`src/rtl/fpum_pkg.sv`:
```
// Package for the fisheye polar unwrap map: field widths, register codes,
// pipeline stage map and the fixed-point constants of the sine/cosine series.
// No dependencies.
package fpum_pkg;

  localparam int COL_W      = 13;
  localparam int ROW_W      = 12;
  localparam int OUT_W      = 26;
  localparam int CX_W       = 21;
  localparam int CY_W       = 20;
  localparam int RAD_W      = 21;
  localparam int GAIN_W     = 16;
  localparam int MW_W       = 14;
  localparam int MH_W       = 13;
  localparam int CFG_IDX_W  = 3;
  localparam int CFG_DATA_W = 21;

  localparam int MAX_WIDTH  = 8192;
  localparam int MAX_HEIGHT = 4096;
  localparam int ANGLE_BITS = 16;

  localparam logic [CFG_IDX_W-1:0] REG_CENTER_X = 3'd0;
  localparam logic [CFG_IDX_W-1:0] REG_CENTER_Y = 3'd1;
  localparam logic [CFG_IDX_W-1:0] REG_INNER    = 3'd2;
  localparam logic [CFG_IDX_W-1:0] REG_OUTER    = 3'd3;
  localparam logic [CFG_IDX_W-1:0] REG_GAIN_X   = 3'd4;
  localparam logic [CFG_IDX_W-1:0] REG_GAIN_Y   = 3'd5;
  localparam logic [CFG_IDX_W-1:0] REG_WIDTH    = 3'd6;
  localparam logic [CFG_IDX_W-1:0] REG_HEIGHT   = 3'd7;

  localparam logic [GAIN_W-1:0] GAIN_RESET = 16'd4096;

  // restoring divider: 36 quotient bits, 4 per stage
  localparam int DIV_NUM_W = 36;
  localparam int DIV_DEN_W = 14;
  localparam int DIV_STEP  = 4;
  localparam int DIV_STG   = DIV_NUM_W / DIV_STEP;
  localparam int RNUM_W    = 34;

  localparam int R_W    = 35;
  localparam int TRIG_W = 18;
  localparam int Y_W    = 31;
  localparam int SQ_W   = 32;
  localparam int T_W    = 31;
  localparam int YP_W   = ANGLE_BITS + 31;
  localparam int F_W    = ANGLE_BITS - 2;

  localparam logic [32:0] TWO_PI_Q30 = 33'd6746518852;
  localparam logic [31:0] Q30_ONE    = 32'h4000_0000;
  localparam logic [32:0] TWO_POW32  = 33'h1_0000_0000;

  localparam int HORNER = 4;
  localparam logic [7:0]  SIN_DIV0 = 8'd110;
  localparam logic [7:0]  COS_DIV0 = 8'd132;
  localparam logic [31:0] SIN_RCP0 = 32'(TWO_POW32 / 33'd110);
  localparam logic [31:0] COS_RCP0 = 32'(TWO_POW32 / 33'd132);
  localparam logic [7:0]  SIN_DIV [HORNER] = '{8'd72, 8'd42, 8'd20, 8'd6};
  localparam logic [7:0]  COS_DIV [HORNER] = '{8'd90, 8'd56, 8'd30, 8'd12};
  localparam logic [31:0] SIN_RCP [HORNER] = '{
    32'(TWO_POW32 / 33'd72), 32'(TWO_POW32 / 33'd42),
    32'(TWO_POW32 / 33'd20), 32'(TWO_POW32 / 33'd6)};
  localparam logic [31:0] COS_RCP [HORNER] = '{
    32'(TWO_POW32 / 33'd90), 32'(TWO_POW32 / 33'd56),
    32'(TWO_POW32 / 33'd30), 32'(TWO_POW32 / 33'd12)};

  // stage map
  localparam int ST_PRE   = 1;
  localparam int ST_DIV   = 2;
  localparam int TRIG_STG = 6 + 3 * HORNER;
  localparam int ST_TRIG  = ST_DIV + DIV_STG;
  localparam int AXIS_STG = 4;
  localparam int ST_AXIS  = ST_TRIG + TRIG_STG;
  localparam int NSTG     = ST_AXIS + AXIS_STG;

  // fix a reciprocal quotient estimate that may be one short
  function automatic logic [31:0] cdiv_fix(input logic [31:0] x, input logic [31:0] q_est,
                                           input logic [7:0] c);
    logic [39:0] rem;
    rem = {8'd0, x} - 40'(q_est) * 40'(c);
    return (rem >= 40'(c)) ? q_est + 32'd1 : q_est;
  endfunction

endpackage

```
`src/rtl/fpum_div.sv`:
```
// Pipelined restoring divider, four quotient bits per stage.
// Depends on fpum_pkg.
module fpum_div (
  input  logic                           clk,
  input  logic [fpum_pkg::DIV_STG-1:0]   en,
  input  logic [fpum_pkg::DIV_NUM_W-1:0] num,
  input  logic [fpum_pkg::DIV_DEN_W-1:0] den,
  output logic [fpum_pkg::DIV_NUM_W-1:0] quo
);
  import fpum_pkg::*;

  typedef struct packed {
    logic [DIV_DEN_W-1:0] rem;
    logic [DIV_NUM_W-1:0] nq;
  } div_state_t;

  function automatic div_state_t div_steps(input div_state_t s, input logic [DIV_DEN_W-1:0] d);
    div_state_t o;
    logic [DIV_DEN_W:0] r2;
    o = s;
    for (int i = 0; i < DIV_STEP; i++) begin
      r2 = {o.rem, o.nq[DIV_NUM_W-1]};
      if (r2 >= {1'b0, d}) begin
        r2   = r2 - {1'b0, d};
        o.nq = {o.nq[DIV_NUM_W-2:0], 1'b1};
      end else begin
        o.nq = {o.nq[DIV_NUM_W-2:0], 1'b0};
      end
      o.rem = r2[DIV_DEN_W-1:0];
    end
    return o;
  endfunction

  div_state_t           st_in;
  div_state_t           st [DIV_STG];
  logic [DIV_DEN_W-1:0] dn [DIV_STG-1];

  assign st_in.rem = '0;
  assign st_in.nq  = num;

  for (genvar j = 0; j < DIV_STG; j++) begin : g_stg
    if (j == 0) begin : g_first
      always_ff @(posedge clk) begin
        if (en[j]) begin
          st[j] <= div_steps(st_in, den);
          dn[j] <= den;
        end
      end
    end else if (j < DIV_STG - 1) begin : g_mid
      always_ff @(posedge clk) begin
        if (en[j]) begin
          st[j] <= div_steps(st[j-1], dn[j-1]);
          dn[j] <= dn[j-1];
        end
      end
    end else begin : g_last
      always_ff @(posedge clk) begin
        if (en[j]) begin
          st[j] <= div_steps(st[j-1], dn[j-1]);
        end
      end
    end
  end

  assign quo = st[DIV_STG-1].nq;

endmodule

```
`config.mk`:
```
export PLATFORM = sky130hd
export DESIGN_NAME = fpum_div
export DESIGN_NICKNAME = d
export VERILOG_FILES = /design/src/rtl/fpum_pkg.sv /design/src/rtl/fpum_div.sv
export SDC_FILE = /design/constraint.sdc
export NUM_CORES = 2
export LEC_CHECK = 0
export ABC_AREA = 1
export BUFFER_PORTS_ARGS = -buffer_cell sky130_fd_sc_hd__buf_4
export CORE_MARGIN = 1
export CORE_UTILIZATION = 65
export DETAILED_ROUTE_END_ITERATION = 10
export GPL_TIMING_DRIVEN = 0
export HOLD_SLACK_MARGIN = 0.06
export PLACE_DENSITY_LB_ADDON = 0.3
export SYNTH_ARGS = -nofsm -noshare
export SYNTH_HDL_FRONTEND = slang
export SYNTH_SLANG_ARGS = --single-unit
```
`constraint.sdc`:
```
create_clock -name clk -period 8.9 [get_ports clk]
set_input_delay 1.335 -clock clk [delete_from_list [all_inputs] [get_ports clk]]
set_output_delay 1.335 -clock clk [all_outputs]
set_load 0.02 [all_outputs]
```
After elaboration in Yosys (flattened, before gate mapping). Memories as Yosys holds them, arrays and structs flattened. Index checks and enable logic that the tools add are counted.

Bits in latches: 0. Bits of input ports: 60. Bits in writable memories: 562. Register bits: 0. Bits in read-only memories: 0. Memories: 2. Output and inout bits: 36.

Reduce and logical (&&, ||, !) cells: 0. Divide/modulo/power cells: 0. $mul: 0. Bitwise operators: 0. Magnitude comparators: 36. Equality and inequality tests: 0. Multiplexer cells: 162. $add $sub $neg: 36. Shift-type cells: 0.

Memory list: st (words 9, bits a word 50, rd ports 9, clocked after memory_dff 0, wr ports 9, RTL line fpum_div.sv:35) `div_state_t st [DIV_STG];`; dn (words 8, bits a word 14, rd ports 8, clocked after memory_dff 0, wr ports 8, RTL line fpum_div.sv:36) `logic [DIV_DEN_W-1:0] dn [DIV_STG-1];`.

Operators with widths (count): 36-bit two-way mux (36); 14-bit two-way mux (72); 15-bit by 14-bit greater-or-equal comparator with 1-bit output (35); 14-bit subtractor (35); 1-bit two-way mux (54); 1-bit by 14-bit greater-or-equal comparator with 1-bit output (1); 1-bit by 14-bit subtractor with 14-bit output (1).

Logic depth before layout (Yosys ltp). An unclocked memory read counts as a cell.

Word-level depth: 13. Gate-level depth with buffers: 55. Gate-level depth less buffers: 51.

Worst setup path before layout. Ideal clock, no wire load.

Path type: input to register. Start point: in num[35] (netlist bit). End point: mem st[0][40] (netlist bit) (data pin). Cell stages on the path: 48. Setup slack: 1.245 ns. Buffers on the path: 5. Arrival: 7.403 ns. Required time: 8.648 ns. Path through: inv_1 > ha_1 > inv_1 > ha_1 > nand2_1 > nand2_1 > nand2_1 > clkbuf_1 > nand2_1 > nand2_1 > inv_1 > ha_1 > nand3_1 > nand3_1 > nand4_1 > nand3_1 > nand2_1 > nand2_1 > [... 12 more ...] > a21boi_2 > nand3_1 > buf_2 > o21ai_0 > ha_1 > nand3_1 > nand2_1 > a21oi_1 > o21bai_1 > nand3_1 > o2111ai_1 > a21oi_1 > and2_1 > buf_4 > nand2_2 > buf_6 > nand2_1 > nand2_1.

RTL lines: start: declaration (RTL line fpum_div.sv:6) `input logic [fpum_pkg::DIV_NUM_W-1:0] num,`; end: declaration (RTL line fpum_div.sv:35).

==> insert_results.sql <==
INSERT INTO impl_metrics (metric_group, metric, value, unit) VALUES
('route', 'drt_wl_total', '126800', 'microns'),
('final_layout', 'final_cell_mix', 'nand2_1 (1,730), inv_1 (698), edfxtp_1 (548), ha_1 (491), nand3_1 (411)', ''),
('logic_synthesis', 'synthesis.yosys.warnings', '0', ''),
('logic_synthesis', 'synthDistinctLibCells', '57', ''),
('timing', 'timing_max_transition_violations_final', '0', ''),
('logic_synthesis', 'synth_nets', '6492', ''),
('timing', 'timing.clock.skew', '0.02220', 'ns'),
('final_layout', 'mostFrequentLayoutCell', 'nand2_1', ''),
('cts', 'cts.sinks', '548', ''),
('cts', 'numCtsBuffers', '58', ''),
('floorplan', 'floorplan.core_area', '70510', 'sq um'),
('timing', 'timing.hold.ws', '0.4058', 'ns'),
('setup_path', 'timing.critical_path.required', '9.40', 'ns'),
('logic_synthesis', 'synthArstFlopShare', '0', '%'),
('grt', 'grt_util_all_layers', '34.31', '%'),
('cts', 'clk_transition_reported_paths', '0.07', 'ns'),
('setup_path', 'crit_arrival', '8.87', 'ns'),
('route', 'wire_per_inst', '17.91', 'microns'),
('place', 'port_buffers', '95', ''),
('grt', 'grt.overflow.total', '0', ''),
('place', 'hpwl', '97060', 'microns'),
('route', 'drt_drc_violations_left', '0', ''),
('timing', 'setup_total_negative_slack', '0', 'ns'),
('setup_path', 'regToRegStartpoint', 'dn[1][23]', ''),
('cts', 'clkLatencyLatePin', '0.63', 'ns'),
('cts', 'cts_hold_buffers', '0', ''),
('logic_synthesis', 'postSynthAreaPerCell', '7.883', 'sq um'),
('floorplan', 'dieWidth', '269.6', 'microns'),
('final_layout', 'diodes', '0', ''),
('timing', 'tightestPinTransition', '1.174', 'ns'),
('setup_path', 'timing.setup.critical_path_class', 'register to register', ''),
('place', 'placed_area', '48450', 'sq um'),
('grt', 'initial_antenna_violation_count', '1', ''),
('min_path', 'hp-start', 'st[0][356]', ''),
('setup_path', 'startpoint_type', 'register', ''),
('logic_synthesis', 'synth_edf_count', '548', ''),
('cts', 'cts-root-buf', 'clkbuf_16', ''),
('setup_path', 'critical_path.startpoint', 'dn[1][23]', ''),
('final_layout', 'nNetsFinal', '6675', ''),
('setup_path', 'worstPathMaxFanout', '10', ''),
('setup_path', 'crit_path_max_incr_delay', '0.49', 'ns'),
('place', 'place_congestion', '0.9729', ''),
('final_layout', 'area_delta_synth_final', '8.989', '%'),
('timing', 'final.period_utilization', '93.98', '%'),
('logic_synthesis', 'synth_top_flop_cell', 'edfxtp_1', ''),
('final_layout', 'finalInstanceArea', '50740', 'sq um'),
('logic_synthesis', 'synth.cell_area', '46560', 'sq um'),
('cts', 'clock_tree.htree_level_count', '2', ''),
('timing', 'timing.final.crit_period', '8.365', 'ns'),
('route', 'detail_route.iter0.violations', '4228', ''),
('setup_path', 'worstSetupEndpointType', 'register', ''),
('cts', 'tritoncts', 'done', ''),
('setup_path', 'crit_path_top_delay_cell', 'edfxtp_1', ''),
('floorplan', 'ios', '96', ''),
('cts', 'maximum_buffer_depth_of_the_clock_tree', '3', ''),
('floorplan', 'die_y', '269.6', 'microns'),
('timing', 'max_fclk', '0.1196', 'GHz'),
('timing', 'layout_setup_ws', '0.5353', 'ns'),
('timing', 'hold_viol_final', '0', ''),
('logic_synthesis', 'seq_area_frac_synth', '35.34', '%'),
('timing', 'setup_viol', '0', ''),
('route', 'first_pass_iters', '6', ''),
('route', 'post_detailed_route_via_to_cell_ratio', '5.833', ''),
('final_layout', 'final_layout_size_suffix_gt1_share', '8.375', '%'),
('route', 'antenna_left', '0', ''),
('floorplan', 'floorplan.initialDensity', '66.03', '%'),
('place', 'pre_cts_slack', '-0.4472', 'ns'),
('flow_run', 'drv.max_cap_violation_count', '0', ''),
('route', 'num_vias', '41280', ''),
('grt', 'grt_first_pass_wirelength', '199900', 'microns'),
('setup_path', 'timing.critical_path.mode_cell', 'a21oi_1', ''),
('grt', 'grt_max_degree', '65', ''),
('logic_synthesis', 'syn-instance-count', '5906', ''),
('floorplan', 'die_area', '72710', 'sq um'),
('timing', 'timing.max_slew.rel_slack', '21.76', '%'),
('run_status', 'outcome', 'completed', ''),
('grt', 'first_global_vias', '38520', ''),
('logic_synthesis', 'synth-seq-cells', '548', ''),
('floorplan', 'row_count', '97', ''),
('min_path', 'holdCritPathClass', 'register to register', '');
worst max-delay path: cells and delay by family (launching register included):
family / cells / cell delay [ns]
compound gates: 14 / 2.64
simple gates: 16 / 2.17
buf+inv: 8 / 1.47
fa+ha+maj: 4 / 1.45
flops: 1 / 0.49
state kept, by name, summed over array words and instances, names as in the netlist:
signal  cells
st        436
dn        112
cell families (layout without fill, tap and decap cells):
kind of cell / Yosys count / after routing / synth area share, %
simple gates: 2744 / 2744 / 25.28
compound gates: 898 / 898 / 10.71
buf+inv: 862 / 1093 / 7.812
flops: 548 / 548 / 35.34
fa+ha+maj: 526 / 526 / 14.68
xor+xnor: 328 / 328 / 6.170
through the flow:
step	std cells	util, %
2_1_floorplan	5906	-
3_3_place_gp	6941	68.71
3_5_place_dp	6941	68.71
4_1_cts	7049	71.53
5_1_grt	7077	71.96
6_report	7077	71.96
cell usage after synthesis (5+ instances only):
cell       count  area [sq um]
o21ai_1       20         100.1
buf_2         41         205.2
nand3b_1      15         112.6
inv_2         17         63.81
nor4_1        17         106.4
nand2_2       21         131.4
xnor2_1      138          1209
nand3_1      411          2057
nand3_4        7         122.6
ha_1         492          6156
and2_1        17         106.4
o31ai_1        6         45.04
buf_4         52         390.4
o2111ai_1     18         157.7
nand2_1     1730          6494
or2_2         40         250.2
nor2_1       288          1081
o21ai_0      296          1481
o21bai_1      38         285.3
nor2_4         8         90.09
a211oi_1      17         127.6
o21a_1        26         195.2
nor3_1        71         355.3
a21oi_1      399          1997
fa_1          34         680.7
a31oi_1       15         93.84
o211ai_1       7         52.55
xor2_1       190          1664
a21oi_2        5         43.79
buf_6         20         225.2
edfxtp_1     548         16460
a21o_1        20         150.1
a21boi_0      14         105.1
nand4_1       73         456.7
nor2_2        10         62.56
inv_1        725          2721
nand3_2       24         240.2
repair_timing:
action / in CTS / in global routing
setup buffers: 0 / 28
endpoints found under the setup margin: 0 / 101
gates resized for setup: 0 / 66
per-layer routing:
layer / vias to the layer above / share of wire, % / track usage [%]
met5: - / 0 / 0
met4: 0 / 4.1 / 12.93
met3: 333 / 8.0 / 4.123
met2: 1808 / 44 / 54.71
met1: 18880 / 44 / 47.94
li1: 20260 / - / -
path summary, 6_finish.rpt:
check               endpoint  slack, ns  depth (start not counted)
setup / recovery  st[0][345]       0.54                         42
setup reg to reg  st[0][345]       0.54                         42
hold reg to reg   st[0][410]       0.41                          0
hold / removal    st[0][410]       0.41                          0
layout make-up:
cell class	instances	area, sq um
sequential	548	16460
tap	940	1176
clock inverter	40	478.0
multi-input combinational	4496	26540
clock buffer	68	1510
buffer	118	849.6
timing repair buffer	123	923.4
inverter	744	2813
fill	5636	19770
Power is left out: the tool's default activity adds up to more than one toggle a clock period on the data nets, which glitch-free logic cannot reach.
