<file path="config.mk">
export PLATFORM = sky130hd
export DESIGN_NAME = fpum_axis
export DESIGN_NICKNAME = d
export VERILOG_FILES = /design/src/rtl/fpum_pkg.sv /design/src/rtl/fpum_axis.sv
export SDC_FILE = /design/constraint.sdc
export NUM_CORES = 2
export LEC_CHECK = 0
export ABC_AREA = 1
export BUFFER_PORTS_ARGS = -buffer_cell sky130_fd_sc_hd__clkbuf_2
export CAP_MARGIN = 20
export CORE_MARGIN = 1
export CORE_UTILIZATION = 38
export CTS_BUF_LIST = sky130_fd_sc_hd__clkbuf_2 sky130_fd_sc_hd__clkbuf_4 sky130_fd_sc_hd__clkbuf_8
export CTS_CLUSTER_DIAMETER = 200
export DETAILED_ROUTE_END_ITERATION = 8
export GPL_ROUTABILITY_DRIVEN = 1
export MAX_ROUTING_LAYER = met4
export SLEW_MARGIN = 15
export SYNTH_ARGS = -nofsm -noshare
export SYNTH_HDL_FRONTEND = slang
export SYNTH_SLANG_ARGS = --single-unit
export TNS_END_PERCENT = 5
</file>
<file path="constraint.sdc">
create_clock -name clk -period 8.8 [get_ports clk]
set_input_delay 0.44 -clock clk [delete_from_list [all_inputs] [get_ports clk]]
set_output_delay 0.44 -clock clk [all_outputs]
set_load 0.03 [all_outputs]
</file>
<file path="src/rtl/fpum_pkg.sv">
// Package for the fisheye polar unwrap map: field widths, register codes,
// pipeline stage map and the fixed-point constants of the sine/cosine series.
// No dependencies.
package fpum_pkg;

  localparam int COL_W      = 13;
  localparam int ROW_W      = 12;
  localparam int OUT_W      = 26;
  localparam int CX_W       = 21;
  localparam int CY_W       = 20;
  localparam int RAD_W      = 21;
  localparam int GAIN_W     = 16;
  localparam int MW_W       = 14;
  localparam int MH_W       = 13;
  localparam int CFG_IDX_W  = 3;
  localparam int CFG_DATA_W = 21;

  localparam int MAX_WIDTH  = 8192;
  localparam int MAX_HEIGHT = 4096;
  localparam int ANGLE_BITS = 16;

  localparam logic [CFG_IDX_W-1:0] REG_CENTER_X = 3'd0;
  localparam logic [CFG_IDX_W-1:0] REG_CENTER_Y = 3'd1;
  localparam logic [CFG_IDX_W-1:0] REG_INNER    = 3'd2;
  localparam logic [CFG_IDX_W-1:0] REG_OUTER    = 3'd3;
  localparam logic [CFG_IDX_W-1:0] REG_GAIN_X   = 3'd4;
  localparam logic [CFG_IDX_W-1:0] REG_GAIN_Y   = 3'd5;
  localparam logic [CFG_IDX_W-1:0] REG_WIDTH    = 3'd6;
  localparam logic [CFG_IDX_W-1:0] REG_HEIGHT   = 3'd7;

  localparam logic [GAIN_W-1:0] GAIN_RESET = 16'd4096;

  // restoring divider: 36 quotient bits, 4 per stage
  localparam int DIV_NUM_W = 36;
  localparam int DIV_DEN_W = 14;
  localparam int DIV_STEP  = 4;
  localparam int DIV_STG   = DIV_NUM_W / DIV_STEP;
  localparam int RNUM_W    = 34;

  localparam int R_W    = 35;
  localparam int TRIG_W = 18;
  localparam int Y_W    = 31;
  localparam int SQ_W   = 32;
  localparam int T_W    = 31;
  localparam int YP_W   = ANGLE_BITS + 31;
  localparam int F_W    = ANGLE_BITS - 2;

  localparam logic [32:0] TWO_PI_Q30 = 33'd6746518852;
  localparam logic [31:0] Q30_ONE    = 32'h4000_0000;
  localparam logic [32:0] TWO_POW32  = 33'h1_0000_0000;

  localparam int HORNER = 4;
  localparam logic [7:0]  SIN_DIV0 = 8'd110;
  localparam logic [7:0]  COS_DIV0 = 8'd132;
  localparam logic [31:0] SIN_RCP0 = 32'(TWO_POW32 / 33'd110);
  localparam logic [31:0] COS_RCP0 = 32'(TWO_POW32 / 33'd132);
  localparam logic [7:0]  SIN_DIV [HORNER] = '{8'd72, 8'd42, 8'd20, 8'd6};
  localparam logic [7:0]  COS_DIV [HORNER] = '{8'd90, 8'd56, 8'd30, 8'd12};
  localparam logic [31:0] SIN_RCP [HORNER] = '{
    32'(TWO_POW32 / 33'd72), 32'(TWO_POW32 / 33'd42),
    32'(TWO_POW32 / 33'd20), 32'(TWO_POW32 / 33'd6)};
  localparam logic [31:0] COS_RCP [HORNER] = '{
    32'(TWO_POW32 / 33'd90), 32'(TWO_POW32 / 33'd56),
    32'(TWO_POW32 / 33'd30), 32'(TWO_POW32 / 33'd12)};

  // stage map
  localparam int ST_PRE   = 1;
  localparam int ST_DIV   = 2;
  localparam int TRIG_STG = 6 + 3 * HORNER;
  localparam int ST_TRIG  = ST_DIV + DIV_STG;
  localparam int AXIS_STG = 4;
  localparam int ST_AXIS  = ST_TRIG + TRIG_STG;
  localparam int NSTG     = ST_AXIS + AXIS_STG;

  // fix a reciprocal quotient estimate that may be one short
  function automatic logic [31:0] cdiv_fix(input logic [31:0] x, input logic [31:0] q_est,
                                           input logic [7:0] c);
    logic [39:0] rem;
    rem = {8'd0, x} - 40'(q_est) * 40'(c);
    return (rem >= 40'(c)) ? q_est + 32'd1 : q_est;
  endfunction

endpackage

</file>
<file path="src/rtl/fpum_axis.sv">
// One output axis: radius times trig value, gain, rounding, center add and
// saturation over four stages. Depends on fpum_pkg.
module fpum_axis (
  input  logic                               clk,
  input  logic [fpum_pkg::AXIS_STG-1:0]      en,
  input  logic signed [fpum_pkg::R_W-1:0]    radius,
  input  logic signed [fpum_pkg::TRIG_W-1:0] trig,
  input  logic [fpum_pkg::GAIN_W-1:0]        gain,
  input  logic [fpum_pkg::CX_W-1:0]          center,
  output logic signed [fpum_pkg::OUT_W-1:0]  coord
);
  import fpum_pkg::*;

  localparam int P1_W  = R_W + TRIG_W;
  localparam int P_W   = P1_W - 15;
  localparam int P2_W  = P_W + GAIN_W + 1;
  localparam int DX_W  = P2_W - 11;
  localparam int SUM_W = DX_W + 1;

  localparam logic signed [SUM_W-1:0] OUT_MAX = SUM_W'(33554431);
  localparam logic signed [SUM_W-1:0] OUT_MIN = -SUM_W'(33554432);

  logic signed [P1_W-1:0]  prod1;
  logic [P1_W-1:0]         m1, m1r;
  logic signed [P_W-1:0]   p;
  logic signed [P2_W-1:0]  prod2;
  logic [P2_W-1:0]         m2, m2r;
  logic signed [SUM_W-1:0] sum;

  assign m1  = prod1[P1_W-1] ? P1_W'(-prod1) : prod1;
  assign m1r = m1 + P1_W'(1 << 15);
  assign m2  = prod2[P2_W-1] ? P2_W'(-prod2) : prod2;
  assign m2r = m2 + P2_W'(1 << 11);

  always_comb begin
    logic signed [SUM_W-1:0] dx;
    dx  = prod2[P2_W-1] ? -$signed({1'b0, m2r[P2_W-1:12]}) : $signed({1'b0, m2r[P2_W-1:12]});
    sum = $signed(SUM_W'(center)) + dx;
  end

  always_ff @(posedge clk) begin
    if (en[0]) prod1 <= P1_W'(radius) * P1_W'(trig);
    if (en[1]) begin
      p <= prod1[P1_W-1] ? -$signed({1'b0, m1r[P1_W-1:16]}) : $signed({1'b0, m1r[P1_W-1:16]});
    end
    if (en[2]) prod2 <= P2_W'(p) * $signed(P2_W'(gain));
    if (en[3]) begin
      priority if (sum > OUT_MAX) coord <= OUT_MAX[OUT_W-1:0];
      else if (sum < OUT_MIN)     coord <= OUT_MIN[OUT_W-1:0];
      else                        coord <= sum[OUT_W-1:0];
    end
  end

endmodule

</file>
## Word-level counts from Yosys, hierarchy flattened

Cells that the tools add are included.

| word-level totals | value |
|---|---|
| bits in registers | 172 |
| bits of input ports | 95 |
| logic and storage cells | 21 |

| cells by class | value |
|---|---|
| $add $sub $neg | 7 |
| multiply operators | 2 |
| $lt $le $gt $ge | 2 |
| mux-type cells | 5 |

Operator list:

| kind | number |
|---|---|
| $add A55 B12 Y55 const B | 1 |
| $mul A38 B17 Y55 | 1 |
| $mux W55 | 1 |
| $neg A55 Y55 | 1 |
| $add A53 B16 Y53 const B | 1 |
| $mul A35 B18 Y53 | 1 |
| $mux W53 | 1 |
| $neg A53 Y53 | 1 |
| $add A22 B45 Y45 | 1 |
| $gt A45 B26 Y1 const B | 1 |
| $lt A45 B26 Y1 const B | 1 |
| $mux W45 | 1 |
| $neg A43 Y45 | 1 |
| $neg A37 Y38 | 1 |
| $mux W37 | 1 |
| $mux W26 | 1 |

## Logic depth before layout (Yosys ltp)

| logic depth | value |
|---|---|
| depth after elaboration | 8 |
| gate-level depth with buffers | 49 |
| mapped depth without buffers | 48 |

## Least setup slack after synthesis

OpenSTA, ideal clock, no wires.

| timing path | value |
|---|---|
| kind | in2reg |
| start | input gain[2] in the netlist's numbering |
| end | register prod2[53], data pin |
| library setup time | 0.265 ns |
| arrival | 7.167 ns |
| data required time | 8.535 ns |
| slack | 1.368 ns |
| cell stages on the path | 29 |
| buffers on the path | 2 |
| cell sequence | clkbuf_1 > clkbuf_1 > nand2_1 > fa_1 > inv_1 > fa_1 > inv_1 > fa_1 > inv_1 > fa_1 > inv_1 > fa_1 > inv_1 > fa_1 > ha_1 > nand2_1 > o21ai_0 > o21bai_1 > a21boi_0 > o21ai_0 > a21oi_1 > o21ai_0 > a21boi_0 > o31ai_1 > a21boi_0 > o21ai_0 > a21oi_1 > o21ai_0 > xor2_1 |

| on the way | value |
|---|---|
| cells in the longest elaborated chain, start to end | 1 |

Ends and longest elaborated chain:

| item | RTL line | RTL |
|---|---|---|
| start: declaration | fpum_axis.sv:8 | `input logic [fpum_pkg::GAIN_W-1:0] gain,` |
| $mul A38 B17 Y55 | fpum_axis.sv:46 | `if (en[2]) prod2 <= P2_W'(p) * $signed(P2_W'(gain));` |
| end signal: assignment | fpum_axis.sv:46 |  |
| end: declaration | fpum_axis.sv:26 | `logic signed [P2_W-1:0] prod2;` |

Every way passes these cells.
A chain may end at the register's enable or synchronous reset.

## Worst setup path after layout

| timing path | value |
|---|---|
| start | register p[10] |
| end | register prod2[53], data pin |

| on the way | value |
|---|---|
| cells in the longest elaborated chain, start to end | 1 |

Ends and longest elaborated chain:

| item | RTL line | RTL |
|---|---|---|
| start: declaration | fpum_axis.sv:25 | `logic signed [P_W-1:0] p;` |
| start signal: assignment | fpum_axis.sv:44 | `p <= prod1[P1_W-1] ? -$signed({1'b0, m1r[P1_W-1:16]}) : $signed({1'b0, m1r[P1_W-1:16]});` |
| $mul A38 B17 Y55 | fpum_axis.sv:46 |  |

Every way passes these cells.

==> flow_summary_export.csv <==
group,metric,value,unit
placed_design,portBuffers,120,
worst_setup_path,cp.arrival,8490,ps
cells_and_area,final_cell_mix,"nand2_1, inv_1, fa_1",
yosys,syn_nets,9253,
global_routing,grt_start_max_net_pins,60,
timing,rsz0062_at_grt,"false",
worst_setup_path,r2r_slack,680,ps
cells_and_area,layout_commonest_cell,"nand2_1",
global_routing,grt_pass1_wl,253000,um
global_routing,use_met3,2.04,%
yosys,syn_avg_cell_area,7.57,um^2
cells_and_area,drive_gt1_share,5.53,%
clock_network,clk_pin_slew,120,ps
detailed_routing,drc,0,
placed_design,hpwlAfterDp,130000,um
clock_network,postCtsResizedCells,0,
global_routing,grtUsageMet2,35.9,%
yosys,synthFlopType,"edfxtp_1",
clock_network,cts_buffer_depth,2,
yosys,synth_cell_types,54,
run,maxCapViolCount,0,
worst_setup_path,criticalPathCategory,"flop to flop",
floorplan,initial_core_util,38.3,%
cells_and_area,area_delta_synth_final,4.64,%
cells_and_area,layout.nets,9130,
worst_setup_path,cp_max_fo,16,
status,status,"complete, no violations",
global_routing,busiest_layer,"met2",
global_routing,grt.total_usage,20.9,%
clock_network,cts_setup_buffers,0,
worst_setup_path,cp-start-kind,"flop",
timing,period_needed,8120,ps
floorplan,die-height,394,um
detailed_routing,wl,152000,um
timing,finalCritPeriodShare,92.3,%
floorplan,io_pins,121,
hold_path,hp-class,"primary input to flop",
worst_setup_path,cp.required,9170,ps
clock_network,cts_num_sinks,172,
clock_network,cts_buffers,17,
floorplan,rows,143,
clock_network,clockRootBuffer,"clkbuf_8",
yosys,syn_area,0.0583,mm^2
worst_setup_path,max_stage_delay,780,ps
floorplan,fp.dieW,394,um
placed_design,gp_congestion,0.912,
timing,tightest_slew,1040,ps
timing,slew_headroom,30.6,%
detailed_routing,drtAntennaViolNets,0,
yosys,synth_cells,7700,
timing,setup_violations,0,
timing,max_freq,123,MHz
yosys,ys_seq_elements,172,
yosys,synthArstFlopShare,0,%
clock_network,clkLatencyLatePin,650,ps
worst_setup_path,slowest_stage,"edfxtp_1",
global_routing,met1_usage,26.1,%
worst_setup_path,crit_top_cell,"fa_1",
floorplan,die_area,0.155,mm^2
clock_network,cts-hold-fix-buffers,0,
floorplan,core_area,0.152,mm^2
timing,skew,29.3,ps
timing,finalHoldViolCount,0,
timing,drv_slew,0,
detailed_routing,vias,46200,
detailed_routing,viasPerCell,4.80,
detailed_routing,drtIter0Drc,2815,
yosys,synth_edf_count,172,
yosys,yosysSeqAreaShare,8.86,%
detailed_routing,wire_per_inst,15.8,um
clock_network,cts_tree,"built",
clock_network,cts_max_level,4,
global_routing,grt.overflow.total,0,
worst_setup_path,end_kind,"flop",
yosys,yosysWarnings,0,
detailed_routing,drt_pass1_iterations,7,
timing,tns,0,ps
global_routing,antenna_found_initial,5,
global_routing,grt_pass1_vias,49200,
==> final timing paths <==
path | start | to | cells after the start
worst min register to register | prod1[51]$_DFFE_PP_ | p[36]$_DFFE_PP_ | 5
worst max register to register | p[10]$_DFFE_PP_ | prod2[53]$_DFFE_PP_ | 28
worst min-delay path | center[0] | coord[0]$_SDFFCE_PN1P_ | 4
worst max-delay path | p[10]$_DFFE_PP_ | prod2[53]$_DFFE_PP_ | 28
==> cells in the mapped netlist, drive strengths merged, types with 6 or more instances <==
| library cell | instances | share of area [%] |
|---|---|---|
| a21boi | 8 | 0.10 |
| a21o | 6 | 0.077 |
| a21oi | 151 | 1.3 |
| a31oi | 28 | 0.30 |
| buf | 31 | 0.27 |
| clkbuf | 283 | 1.8 |
| clkinv | 8 | 0.054 |
| edfxtp | 172 | 8.9 |
| fa | 1175 | 40 |
| ha | 283 | 6.1 |
| inv | 2040 | 13 |
| nand2 | 2261 | 15 |
| nand3 | 249 | 2.3 |
| nand3b | 17 | 0.23 |
| nand4 | 70 | 0.75 |
| nor2 | 439 | 3.4 |
| nor3 | 38 | 0.34 |
| nor4 | 13 | 0.14 |
| o21a | 9 | 0.12 |
| o21ai | 85 | 0.73 |
| o21bai | 8 | 0.10 |
| o31ai | 11 | 0.14 |
| or2 | 38 | 0.41 |
| xnor2 | 86 | 1.3 |
| xor2 | 166 | 2.5 |
==> critical path, delay by kind of cell (launching register included) <==
kind,cells,cell delay (ps)
buffers and inverters,6,440
AOI/OAI and AO/OA,12,2870
xor gates and xnor gates,1,90
and+or+nand+nor,2,200
DFF,1,780
adders and majority gates,7,3450
==> through the flow <==
stage	cells	area, um^2	hold WS [ps]	setup WS [ps]	utilization [%]
6_report	9623	61000	244	679	40.1
5_1_grt	9622	61000	230	72.2	40.1
3_3_place_gp	9588	60600	854	632	39.9
2_1_floorplan	7700	58300	552	1370	-
4_1_cts	9620	61000	176	664	40.1
3_5_place_dp	9588	60600	884	513	39.9
==> layout make-up <==
type	count	area (um^2)
fill	15900	91100
multi-input combinational	5166	44200
inverter	2048	7690
sequential	172	5160
clock inverter	15	151
clock buffer	17	234
antenna	3	7.51
timing repair buffer	172	991
tap	2030	2540
==> state kept, by name, indices dropped and copies added, names as in the netlist <==
name / flops
prod2: 55
prod1: 53
coord: 26
p: 38
==> routing by layer <==
| layer | share of wire [%] | wire (um) |
|---|---|---|
| met1 | 43 | 65600 |
| met2 | 50 | 75600 |
| met3 | 4.4 | 6660 |
| met4 | 3.0 | 4610 |
| met5 | 0 | 0 |
==> cells by family (layout without fill, tap and decap cells) <==
kind of cell | after synthesis | count (layout) | synth area share (%)
AND/OR/NAND/NOR | 3130 | 3130 | 22.5
buffers and inverters | 2362 | 2252 | 15.3
adder cells (fa/ha/maj) | 1458 | 1458 | 46.4
AO/OA/AOI/OAI | 326 | 326 | 3.15
XOR/XNOR | 252 | 252 | 3.79
flip-flops | 172 | 172 | 8.86
other | 0 | 3 | 0
Power is left out: the tool's default activity adds up to more than one toggle a clock period on the data nets, which glitch-free logic cannot reach.
